--- src/rtl/fwmp_pkg.sv ---
// shared types and constants of the weight mantissa packer
package fwmp_pkg;

  localparam int unsigned PositionWidthDefault = 32;

  localparam logic [1:0] ModeHalf   = 2'd0;
  localparam logic [1:0] ModeSingle = 2'd1;
  localparam logic [1:0] ModeDouble = 2'd2;
  localparam logic [1:0] ModeReset  = ModeSingle;

  localparam logic KindByte    = 1'b0;
  localparam logic KindOutlier = 1'b1;

  localparam logic [63:0] ThrHalf   = 64'h0000_0000_0000_3BFE;
  localparam logic [63:0] ThrSingle = 64'h0000_0000_3F7F_FFFE;
  localparam logic [63:0] ThrDouble = 64'h3FEF_FFFF_FFFE_A028;

  typedef struct packed {
    logic [63:0] weight_bits;
    logic        last_in_chunk;
  } in_t;

  typedef struct packed {
    logic        record_kind;
    logic [7:0]  packed_byte;
    logic [63:0] outlier_bits;
    logic [31:0] outlier_position;
    logic        last_of_run;
  } out_t;

  typedef struct packed {
    logic        kind;
    logic [52:0] code;
    logic [5:0]  nbits;
    logic [63:0] bits;
    logic [31:0] pos;
    logic        last;
  } entry_t;

endpackage

--- src/rtl/fwmp_front.sv ---
// front end: classifies a weight, rounds 1+|w| and forms the code
module fwmp_front #(
  parameter int unsigned PositionWidth = fwmp_pkg::PositionWidthDefault
) (
  input  logic              clk_i,
  input  logic              rst_ni,
  input  logic [1:0]        mode_i,
  input  fwmp_pkg::in_t     item_i,
  input  logic              accept_i,
  output fwmp_pkg::entry_t  entry_o
);
  import fwmp_pkg::*;

  logic [PositionWidth-1:0] pos_q, pos_d;
  logic [5:0]  mbits;
  logic [10:0] bias;
  logic [63:0] thr, w, mag, mmask, frac, sig, rem, half, q;
  logic [10:0] expo;
  logic [11:0] s;
  logic        sign;

  always_comb begin
    case (mode_i)
      ModeHalf: begin
        mbits = 6'd10; bias = 11'd15; thr = ThrHalf;
        w     = {48'b0, item_i.weight_bits[15:0]};
        mag   = {49'b0, w[14:0]};
        sign  = w[15];
      end
      ModeSingle: begin
        mbits = 6'd23; bias = 11'd127; thr = ThrSingle;
        w     = {32'b0, item_i.weight_bits[31:0]};
        mag   = {33'b0, w[30:0]};
        sign  = w[31];
      end
      default: begin
        mbits = 6'd52; bias = 11'd1023; thr = ThrDouble;
        w     = item_i.weight_bits;
        mag   = {1'b0, w[62:0]};
        sign  = w[63];
      end
    endcase
    mmask = (64'd1 << mbits) - 64'd1;
    frac  = mag & mmask;
    expo  = 11'(mag >> mbits);
    if (expo == 11'd0) begin
      sig  = frac;
      expo = 11'd1;
    end else begin
      sig = frac | (64'd1 << mbits);
    end
    s = {1'b0, bias} - {1'b0, expo};
    if (s >= {6'b0, mbits} + 12'd2) begin
      q    = 64'd0;
      rem  = 64'd0;
      half = 64'd0;
    end else begin
      rem  = sig & ((64'd1 << s[5:0]) - 64'd1);
      half = 64'd1 << (s[5:0] - 6'd1);
      q    = sig >> s[5:0];
      if (rem > half || (rem == half && q[0])) begin
        q = q + 64'd1;
      end
    end
  end

  always_comb begin
    entry_o.kind  = (mag < thr) ? KindByte : KindOutlier;
    entry_o.code  = 53'(((q & mmask) << 1) | {63'b0, sign && (mag != 64'd0)});
    entry_o.nbits = mbits + 6'd1;
    entry_o.bits  = w;
    entry_o.pos   = 32'(pos_q);
    entry_o.last  = item_i.last_in_chunk;
  end

  always_comb begin
    pos_d = pos_q;
    if (accept_i) begin
      pos_d = item_i.last_in_chunk ? '0 : pos_q + 1'b1;
    end
  end

  always_ff @(posedge clk_i or negedge rst_ni) begin
    if (!rst_ni) begin
      pos_q <= '0;
    end else begin
      pos_q <= pos_d;
    end
  end

endmodule

--- src/rtl/fwmp_fifo.sv ---
// two-entry queue between front and back
module fwmp_fifo (
  input  logic             clk_i,
  input  logic             rst_ni,
  input  logic             push_i,
  input  fwmp_pkg::entry_t wdata_i,
  output logic             full_o,
  input  logic             pop_i,
  output logic             empty_o,
  output fwmp_pkg::entry_t rdata_o
);
  import fwmp_pkg::*;

  entry_t     mem_q [2];
  logic       wptr_q, rptr_q;
  logic [1:0] cnt_q;

  assign full_o  = cnt_q == 2'd2;
  assign empty_o = cnt_q == 2'd0;
  assign rdata_o = mem_q[rptr_q];

  always_ff @(posedge clk_i) begin
    if (push_i) begin
      mem_q[wptr_q] <= wdata_i;
    end
  end

  always_ff @(posedge clk_i or negedge rst_ni) begin
    if (!rst_ni) begin
      wptr_q <= 1'b0;
      rptr_q <= 1'b0;
      cnt_q  <= 2'd0;
    end else begin
      if (push_i) wptr_q <= ~wptr_q;
      if (pop_i) rptr_q <= ~rptr_q;
      cnt_q <= cnt_q + {1'b0, push_i} - {1'b0, pop_i};
    end
  end

endmodule

--- src/rtl/fwmp_back.sv ---
// back end: bit packing into bytes, outlier records and chunk flush
module fwmp_back (
  input  logic             clk_i,
  input  logic             rst_ni,
  input  logic             empty_i,
  input  fwmp_pkg::entry_t entry_i,
  output logic             pop_o,
  output logic             out_valid_o,
  input  logic             out_stall_i,
  output fwmp_pkg::out_t   out_data_o
);
  import fwmp_pkg::*;

  logic        act_q, outl_q, last_q, out_valid_q;
  logic [63:0] sr_q, sr_n, obits_q, bufal, codeal;
  logic [5:0]  cnt_q, cnt_n, cnt_l;
  logic [31:0] opos_q;
  logic [6:0]  buf_q;
  logic [2:0]  bcnt_q;
  logic        outl_n, out_free, emit, done;
  out_t        res, out_q;

  assign out_free    = !out_valid_q || !out_stall_i;
  assign pop_o       = !act_q && !empty_i;
  assign out_valid_o = out_valid_q;
  assign out_data_o  = out_q;

  assign bufal  = {buf_q, 57'b0} << (3'd7 - bcnt_q);
  assign codeal = {entry_i.code, 11'b0} << (6'd53 - entry_i.nbits);
  assign cnt_l  = {3'b0, bcnt_q} + ((entry_i.kind == KindByte) ? entry_i.nbits : 6'd0);

  always_comb begin
    sr_n   = sr_q;
    cnt_n  = cnt_q;
    outl_n = outl_q;
    emit   = 1'b0;
    res    = '0;
    if (outl_q) begin
      emit                 = 1'b1;
      res.record_kind      = KindOutlier;
      res.outlier_bits     = obits_q;
      res.outlier_position = opos_q;
      outl_n               = 1'b0;
    end else if (cnt_q >= 6'd8) begin
      emit            = 1'b1;
      res.record_kind = KindByte;
      res.packed_byte = sr_q[63:56];
      sr_n            = sr_q << 8;
      cnt_n           = cnt_q - 6'd8;
    end else if (last_q && cnt_q != 6'd0) begin
      emit            = 1'b1;
      res.record_kind = KindByte;
      res.packed_byte = sr_q[63:56];
      sr_n            = '0;
      cnt_n           = 6'd0;
    end
    done            = !outl_n && cnt_n < 6'd8 && !(last_q && cnt_n != 6'd0);
    res.last_of_run = done;
  end

  always_ff @(posedge clk_i) begin
    if (pop_o) begin
      obits_q <= entry_i.bits;
      opos_q  <= entry_i.pos;
    end
    if (out_free && emit && act_q) begin
      out_q <= res;
    end
  end

  always_ff @(posedge clk_i or negedge rst_ni) begin
    if (!rst_ni) begin
      act_q       <= 1'b0;
      outl_q      <= 1'b0;
      last_q      <= 1'b0;
      sr_q        <= '0;
      cnt_q       <= '0;
      buf_q       <= '0;
      bcnt_q      <= '0;
      out_valid_q <= 1'b0;
    end else begin
      if (out_free) begin
        out_valid_q <= act_q && emit;
      end
      if (pop_o) begin
        act_q  <= 1'b1;
        outl_q <= entry_i.kind == KindOutlier;
        last_q <= entry_i.last;
        sr_q   <= (entry_i.kind == KindByte) ? (bufal | (codeal >> bcnt_q)) : bufal;
        cnt_q  <= cnt_l;
      end else if (act_q && (out_free || !emit)) begin
        sr_q   <= sr_n;
        cnt_q  <= cnt_n;
        outl_q <= outl_n;
        if (done) begin
          act_q  <= 1'b0;
          buf_q  <= sr_n[63:57] >> (3'd7 - cnt_n[2:0]);
          bcnt_q <= cnt_n[2:0];
        end
      end
    end
  end

endmodule

--- src/rtl/float_weight_mantissa_packer.sv ---
// weight mantissa packer: items are queued, loaded into the back end, registered out
// throughput: one result per cycle unless stalled; a new item waits for the last
// a double weight yields up to 7 full bytes, or a record, and a flush at chunk end
// the back end emits one byte per cycle unless stalled and sets the item rate
// reset: asynchronous active low, clears position, bit buffer, queue; mode to single
module float_weight_mantissa_packer #(
  parameter int unsigned PositionWidth = fwmp_pkg::PositionWidthDefault
) (
  input  logic           clk_i,
  input  logic           rst_ni,
  input  logic           in_valid_i,
  output logic           in_stall_o,
  input  fwmp_pkg::in_t  in_data_i,
  output logic           out_valid_o,
  input  logic           out_stall_i,
  output fwmp_pkg::out_t out_data_o,
  input  logic           cfg_valid_i,
  output logic           cfg_ready_o,
  input  logic [1:0]     cfg_data_i
);
  import fwmp_pkg::*;

  logic [1:0] mode_q;
  logic       accept, full, empty, pop;
  entry_t     wentry, rentry;

  assign cfg_ready_o = 1'b1;
  assign in_stall_o  = full;
  assign accept      = in_valid_i && !full;

  always_ff @(posedge clk_i or negedge rst_ni) begin
    if (!rst_ni) begin
      mode_q <= ModeReset;
    end else if (cfg_valid_i && cfg_ready_o) begin
      mode_q <= cfg_data_i;
    end
  end

  fwmp_front #(.PositionWidth(PositionWidth)) u_front (
    .clk_i, .rst_ni, .mode_i(mode_q), .item_i(in_data_i), .accept_i(accept),
    .entry_o(wentry)
  );

  fwmp_fifo u_fifo (
    .clk_i, .rst_ni, .push_i(accept), .wdata_i(wentry), .full_o(full),
    .pop_i(pop), .empty_o(empty), .rdata_o(rentry)
  );

  fwmp_back u_back (
    .clk_i, .rst_ni, .empty_i(empty), .entry_i(rentry), .pop_o(pop),
    .out_valid_o, .out_stall_i, .out_data_o
  );

`ifndef ASSERT_OFF
  a_outlier_clean: assert property (@(posedge clk_i) disable iff (!rst_ni)
    out_valid_o && out_data_o.record_kind == KindOutlier |-> out_data_o.packed_byte == 8'd0)
    else $error("outlier record carries a byte");
  a_byte_clean: assert property (@(posedge clk_i) disable iff (!rst_ni)
    out_valid_o && out_data_o.record_kind == KindByte |->
      out_data_o.outlier_bits == 64'd0 && out_data_o.outlier_position == 32'd0)
    else $error("byte record carries outlier fields");
`endif

endmodule
--- config.mk ---
export PLATFORM = sky130hd
export DESIGN_NAME = float_weight_mantissa_packer
export DESIGN_NICKNAME = d
export VERILOG_FILES = /design/src/rtl/fwmp_pkg.sv /design/src/rtl/fwmp_front.sv /design/src/rtl/fwmp_fifo.sv /design/src/rtl/fwmp_back.sv /design/src/rtl/float_weight_mantissa_packer.sv
export SDC_FILE = /design/constraint.sdc
export NUM_CORES = 2
export LEC_CHECK = 0
export ABC_AREA = 0
export BUFFER_PORTS_ARGS = -buffer_cell sky130_fd_sc_hd__buf_2
export CAP_MARGIN = 15
export CORE_MARGIN = 10
export CORE_UTILIZATION = 58
export CTS_BUF_LIST = sky130_fd_sc_hd__clkbuf_4 sky130_fd_sc_hd__clkbuf_8
export DETAILED_ROUTE_END_ITERATION = 7
export PLACE_DENSITY_LB_ADDON = 0.05
export SLEW_MARGIN = 20
export SYNTH_ARGS = -nofsm -noshare
export SYNTH_HDL_FRONTEND = slang
export SYNTH_SLANG_ARGS = --single-unit
--- constraint.sdc ---
create_clock -name clk_i -period 13.05 [get_ports clk_i]
set_input_delay 0.6525 -clock clk_i [delete_from_list [all_inputs] [get_ports clk_i]]
set_output_delay 0.6525 -clock clk_i [all_outputs]
set_load 0.03 [all_outputs]
# == After elaboration in Yosys (flattened, before gate mapping) ==
# Memories as Yosys holds them, arrays and structs flattened.
# Index checks and enable logic that the tools add are counted.
# totals
reg_bits,324
ram_bits,314
mem_count,1
output_inout_bits,109
# mem_list
memory,depth,width,read_ports,rd_clocked_by_memory_dff,write_ports,line_no,source
u_fifo.mem_q,2,157,1,0,1,fwmp_fifo.sv:14,entry_t mem_q [2];
# op_classes
n_mux,36
order_cmp,5
bitwise,9
shifts,9
n_reduce_logical,33
n_eq_ne,4
add_sub_neg,15
# op_table
op,n
$mux 64,7
$shl 1x6->64 const A,3
$or 64x64->64,2
$pmux 64 s2,1
$sub 64x1->64 const B,2
$pmux 63 s2,1
$pmux 62 s2,1
$mux 52,2
$and 63x64->64,1
$and 64x64->64,1
$eq 64x64->1,1
$gt 64x64->1,1
$reduce_bool 64->1,1
$shl 64x3->64,1
$shl 64x6->64,1
$shr 64x3->64,1
$shr 64x6->52,1
$lt 63x62->1,1
$shr 63x6->11,1
$or 53x1->53,1
$add 52x1->52 const B,1
$and 52x52->52,1
$mux 6,6
$add 32x1->32 const B,1
35 further kinds,71

# == Depth between registers and ports, before layout ==
# depth
word_depth,16
depth_mapped,43
ltp_nobuf,33

# == Hierarchy ==
# From an unflattened synthesis, not the netlist that was laid out.
# unflattened
cells_unflattened,4063
area_unflattened_um2,42151.7
# by_module_without_submodules
mod,area_each_um2,seq_area_each_um2,cells_per_inst,n_inst
fwmp_back,16928.7,8067.7,1486,1
fwmp_front,13171.4,800.8,2066,1
fwmp_fifo,11960.2,9529.1,504,1
float_weight_mantissa_packer,91.3,51.3,7,1

# == Worst setup path before layout ==
# Ideal clock, no wire load.
# synth_path
path_type,register -> register
start,reg mode_q[0]
end,mem u_fifo.mem_q[0][149] (netlist name) (data pin)
arrival_ps,8883
setup_time_ps,157
required_time_ps,12893
path_buffers,10
synth_period_minus_slack_ps,9041
stages_incl_launch_ff,44
path_slack_ps,4009
path_cell_list,dfstp_2 > buf_6 > or2_1 > buf_2 > clkbuf_1 > ha_1 > and2_1 > o21ai_0 > o21ai_1 > ha_1 > inv_1 > fa_1 > clkbuf_1 > nor2_1 > clkbuf_1 > clkbuf_1 > clkbuf_1 > clkbuf_1 > [8 not listed] > ha_1 > a21o_1 > a21o_1 > a21o_1 > a21o_1 > a21o_1 > a21o_1 > a21o_1 > a221oi_1 > o32ai_1 > nor4_1 > or3b_2 > clkbuf_1 > nor3_1 > and3_1 > clkbuf_1 > a211o_1 > a21oi_1
# synth_rtl
element,line_no,source
from (decl),float_weight_mantissa_packer.sv:23,logic [1:0] mode_q;
from (signal assigned),float_weight_mantissa_packer.sv:33,mode_q <= ModeReset;
from (signal assigned),float_weight_mantissa_packer.sv:35,mode_q <= cfg_data_i;
to (decl),fwmp_fifo.sv:14,

==> metrics.json <==
{
  "yosys": {
    "post_synth_fa_ha_maj_area_fraction_pct": 3.25,
    "synthMuxAreaShare_pct": 10.4,
    "post_synth_instance_area_um2": 40500,
    "count_of_unique_library_cells_instantiated_by_yosys": 102,
    "synth_xor_area_share_pct": 1.88,
    "synth_area_per_cell_um2": 9.73,
    "synth-async-reset-ratio_pct": 18.6,
    "yosys.area_share.simple_pct": 17.5,
    "netlist_instances": 4158,
    "synth_warnings": 0,
    "yosys_register_bits": 634,
    "synth_top_family_by_area": "compound AO/OA/AOI/OAI gates",
    "seq_area_frac_synth_pct": 45.6,
    "synthFlopType": "sky130_fd_sc_hd__edfxtp_1",
    "synth_edf_count": 516,
    "complex_gate_fraction_of_the_synthesized_area_pct": 17.6
  },
  "power": {
    "power.density_cell_area_nw_per_um2": 259,
    "p_leak_uw": 0.0172,
    "ir_drop_mv": 0.197,
    "fin_total_pwr_uw": 11500
  },
  "global_routing": {
    "globalRouteMet1Util_pct": 51.4,
    "globalRoute.totalOverflow": 0,
    "grt_pass1_wl_mm": 237,
    "global_route_track_usage_on_met3_pct": 11.3,
    "global_route.usage.total_pct": 38.9,
    "antenna_found_initial": 10,
    "grt.busiest_layer": "met2",
    "grt_util_met2_pct": 57.6,
    "pin_count_of_the_biggest_net_entering_global_routing": 109,
    "grt_pass1_vias": 34900
  },
  "drt": {
    "drt_drc_violations_left": 1,
    "wl_per_cell_um": 31.0,
    "via_density": 7.08,
    "drt_pre_antenna_iters": 8,
    "drt.antenna.violating_nets": 0,
    "detailroute.via_count": 37300,
    "first_iter_violations": 6595,
    "postRouteWirelength_mm": 163
  },
  "cells_and_area": {
    "final_nets": 4426,
    "areaGrowthSynthToFinish_pct": 9.46,
    "fraction_of_layout_cells_with_a_size_suffix_above_1_pct": 15.6,
    "final_util_pct": 64.3
  },
  "critical_path": {
    "critPathCaptureType": "flop",
    "worst-endpoint-arrival_ps": 11460,
    "critPathMaxFanout": 29,
    "slowest_stage": "sky130_fd_sc_hd__dfstp_2",
    "r2r_cells": 34,
    "worstSetupPathType": "reg -> reg",
    "critical_path_rt_ps": 13610,
    "critical_path.startpoint_type": "flop",
    "cp_slowest_stage_delay_ps": 890,
    "worst_path_most_repeated_cell": "sky130_fd_sc_hd__a21o_1"
  },
  "timing": {
    "rsz0062_at_grt": "false",
    "timing_worst_slew_pin_value_ps": 1270,
    "drv_slew": 0,
    "timing.clock.skew_ps": 63.7,
    "setup_violation_total_in_the_final_timing_report": 0,
    "timing.final.ws_setup_ps": 2150,
    "worst_hold_slack_ps": 125,
    "report.final.hold_viol_count": 0,
    "worst_relative_slew_slack_pct": 15.0,
    "period_share_pct": 83.5,
    "final.min_clock_period_ps": 10900,
    "maxClockFrequency_mhz": 91.7,
    "finalSetupTns_ps": 0
  },
  "cts": {
    "post-cts-setup-buffer-count": 0,
    "worstSkewPairLatency_ps": 780,
    "post_cts_resize_count": 0,
    "clock-root-buffer": "sky130_fd_sc_hd__clkbuf_8",
    "cts_tree": "done",
    "worst_setup_hold_path_clk_slew_ps": 60,
    "number_of_sinks_handled_by_clock_tree_synthesis": 634,
    "cts_inserted_buffers": 96,
    "cts-htree-levels": 3,
    "cts_buffer_depth": 3
  },
  "floorplan": {
    "io_pins": 181,
    "floorplan.die_area_um2": 80700,
    "initial_utilization_pct": 58.8,
    "num_rows": 96,
    "floorplan.die.height_um": 284,
    "core_um2": 68800,
    "floorplan.die.width_um": 284
  },
  "status": {
    "violations_in_the_final_reports": "DRC",
    "outcome": "finished, violations left"
  },
  "worst_hold_path": {
    "timing.hold.worst.class": "in -> reg",
    "hold_path_depth": 2
  },
  "placement": {
    "routabilityCongestion": 1.06,
    "dpl.hpwl_mm": 116,
    "dp_slack_ps": 2450,
    "io_buffer_count": 179
  },
  "flow_run": {
    "max_cap_viol_count": 0
  }
}
==> flip-flops by register name (all words and copies together) (netlist names), 2 cells and up <==
signal,count
u_back.opos_q,32
u_back.buf_q,7
u_back.sr_q,60
u_back.bcnt_q,3
u_front.pos_q,32
u_back.obits_q,64
u_back.out_data_o,106
u_fifo.cnt_q,2
u_back.cnt_q,6
u_fifo.mem_q,314
mode_q,2
==> layout make-up <==
type / instances / area [um2]
fillers: 5375 / 24500
multi-input cells: 3168 / 20700
flip-flops and latches: 634 / 18500
repair buffers: 277 / 1650
clock buffers: 130 / 1600
well taps: 931 / 1160
clock inverters: 45 / 398
inverters: 73 / 278
diodes: 6 / 15.0
==> power by group <==
group          switching [uW]  leakage, uW  internal (uW)
combinational            4510      0.00961           1940
sequential                294      0.00652           3020
clock                     829      0.00104            874
total                    5630       0.0172           5830
==> per-stage QoR <==
step                      cell area (um2)  instances
after floorplan                     40500       4169
after global placement              42200       5082
after detailed placement            42200       5082
after CTS                           44200       5258
after global routing                44300       5260
final                               44300       5264
==> routing by layer <==
layer  up-vias  part of all wire [%]
met5         -                 0.015
met4         4                   5.9
met3       587                    14
met2      3127                    43
met1     17800                    38
li1      15800                     -
==> critical path, delay by kind of cell (launching register included) <==
family / cells / cell delay (ps)
AO/OA/AOI/OAI: 15 / 3790
AND/OR/NAND/NOR: 11 / 3450
adder cells (fa/ha/maj): 5 / 2030
flip-flops: 1 / 890
buffers and inverters: 2 / 350
XOR/XNOR: 1 / 160
==> worst paths after layout <==
path / startpoint / slack [ps] / to
max: mode_q[0] / 2150 / u_fifo.mem_q[1][149]
min: cfg_valid_i / 120 / mode_q[1]
max reg2reg: mode_q[0] / 2150 / u_fifo.mem_q[1][149]
min reg2reg: u_back.sr_q[6] / 480 / u_back.sr_q[6]
max in group asynchronous: rst_ni / 11390 / u_back.outl_q
min in group asynchronous: rst_ni / 440 / u_front.pos_q[12]
==> cells by family (layout without fill, tap and decap cells) <==
logic type      after synthesis  in the layout
simple gates               1478           1478
compound gates             1092           1092
flops                       634            634
mux                         394            394
buf+inv                     367            525
fa+ha+maj                   104            104
xor+xnor                     87             87
other cells                   2             19
==> what timing repair did <==
item	CTS	global route
setup endpoints to repair	0	0
hold endpoints to repair	36	0
hold buffers	1	0
==> cell usage after synthesis, types with 51 or more instances <==
library cell	number	area share, %
sky130_fd_sc_hd__edfxtp_1	516	38
sky130_fd_sc_hd__a21oi_1	339	4.2
sky130_fd_sc_hd__a211oi_1	71	1.3
sky130_fd_sc_hd__nand2_1	399	3.7
sky130_fd_sc_hd__nor2_1	432	4.0
sky130_fd_sc_hd__clkbuf_1	200	1.9
sky130_fd_sc_hd__nand4_1	55	0.85
sky130_fd_sc_hd__o21ai_0	188	2.3
sky130_fd_sc_hd__mux2i_1	222	5.5
sky130_fd_sc_hd__nand3_1	103	1.3
sky130_fd_sc_hd__and2_1	160	2.5
sky130_fd_sc_hd__mux2_2	165	4.6
sky130_fd_sc_hd__ha_1	102	3.2
sky130_fd_sc_hd__inv_1	64	0.59
sky130_fd_sc_hd__nor3_1	99	1.2
sky130_fd_sc_hd__nor4_1	51	0.79
sky130_fd_sc_hd__dfrtp_1	117	7.2
==> layout by cell type (no fill, tap or decap), drive strengths merged, types with 44 or more instances in the layout <==
cell / Yosys / routed
a211oi: 71 / 71
a21o: 49 / 49
a21oi: 339 / 339
and2: 161 / 161
buf: 94 / 276
clkbuf: 200 / 130
clkinv: 4 / 44
dfrtp: 117 / 117
edfxtp: 516 / 516
ha: 102 / 102
inv: 69 / 70
mux2: 168 / 168
mux2i: 222 / 222
nand2: 400 / 400
nand3: 104 / 104
nand4: 56 / 56
nor2: 432 / 432
nor3: 103 / 103
nor4: 55 / 55
o211ai: 49 / 49
o21ai: 197 / 197
xnor2: 44 / 44
Note: power is estimated with default switching activity, not from simulation.
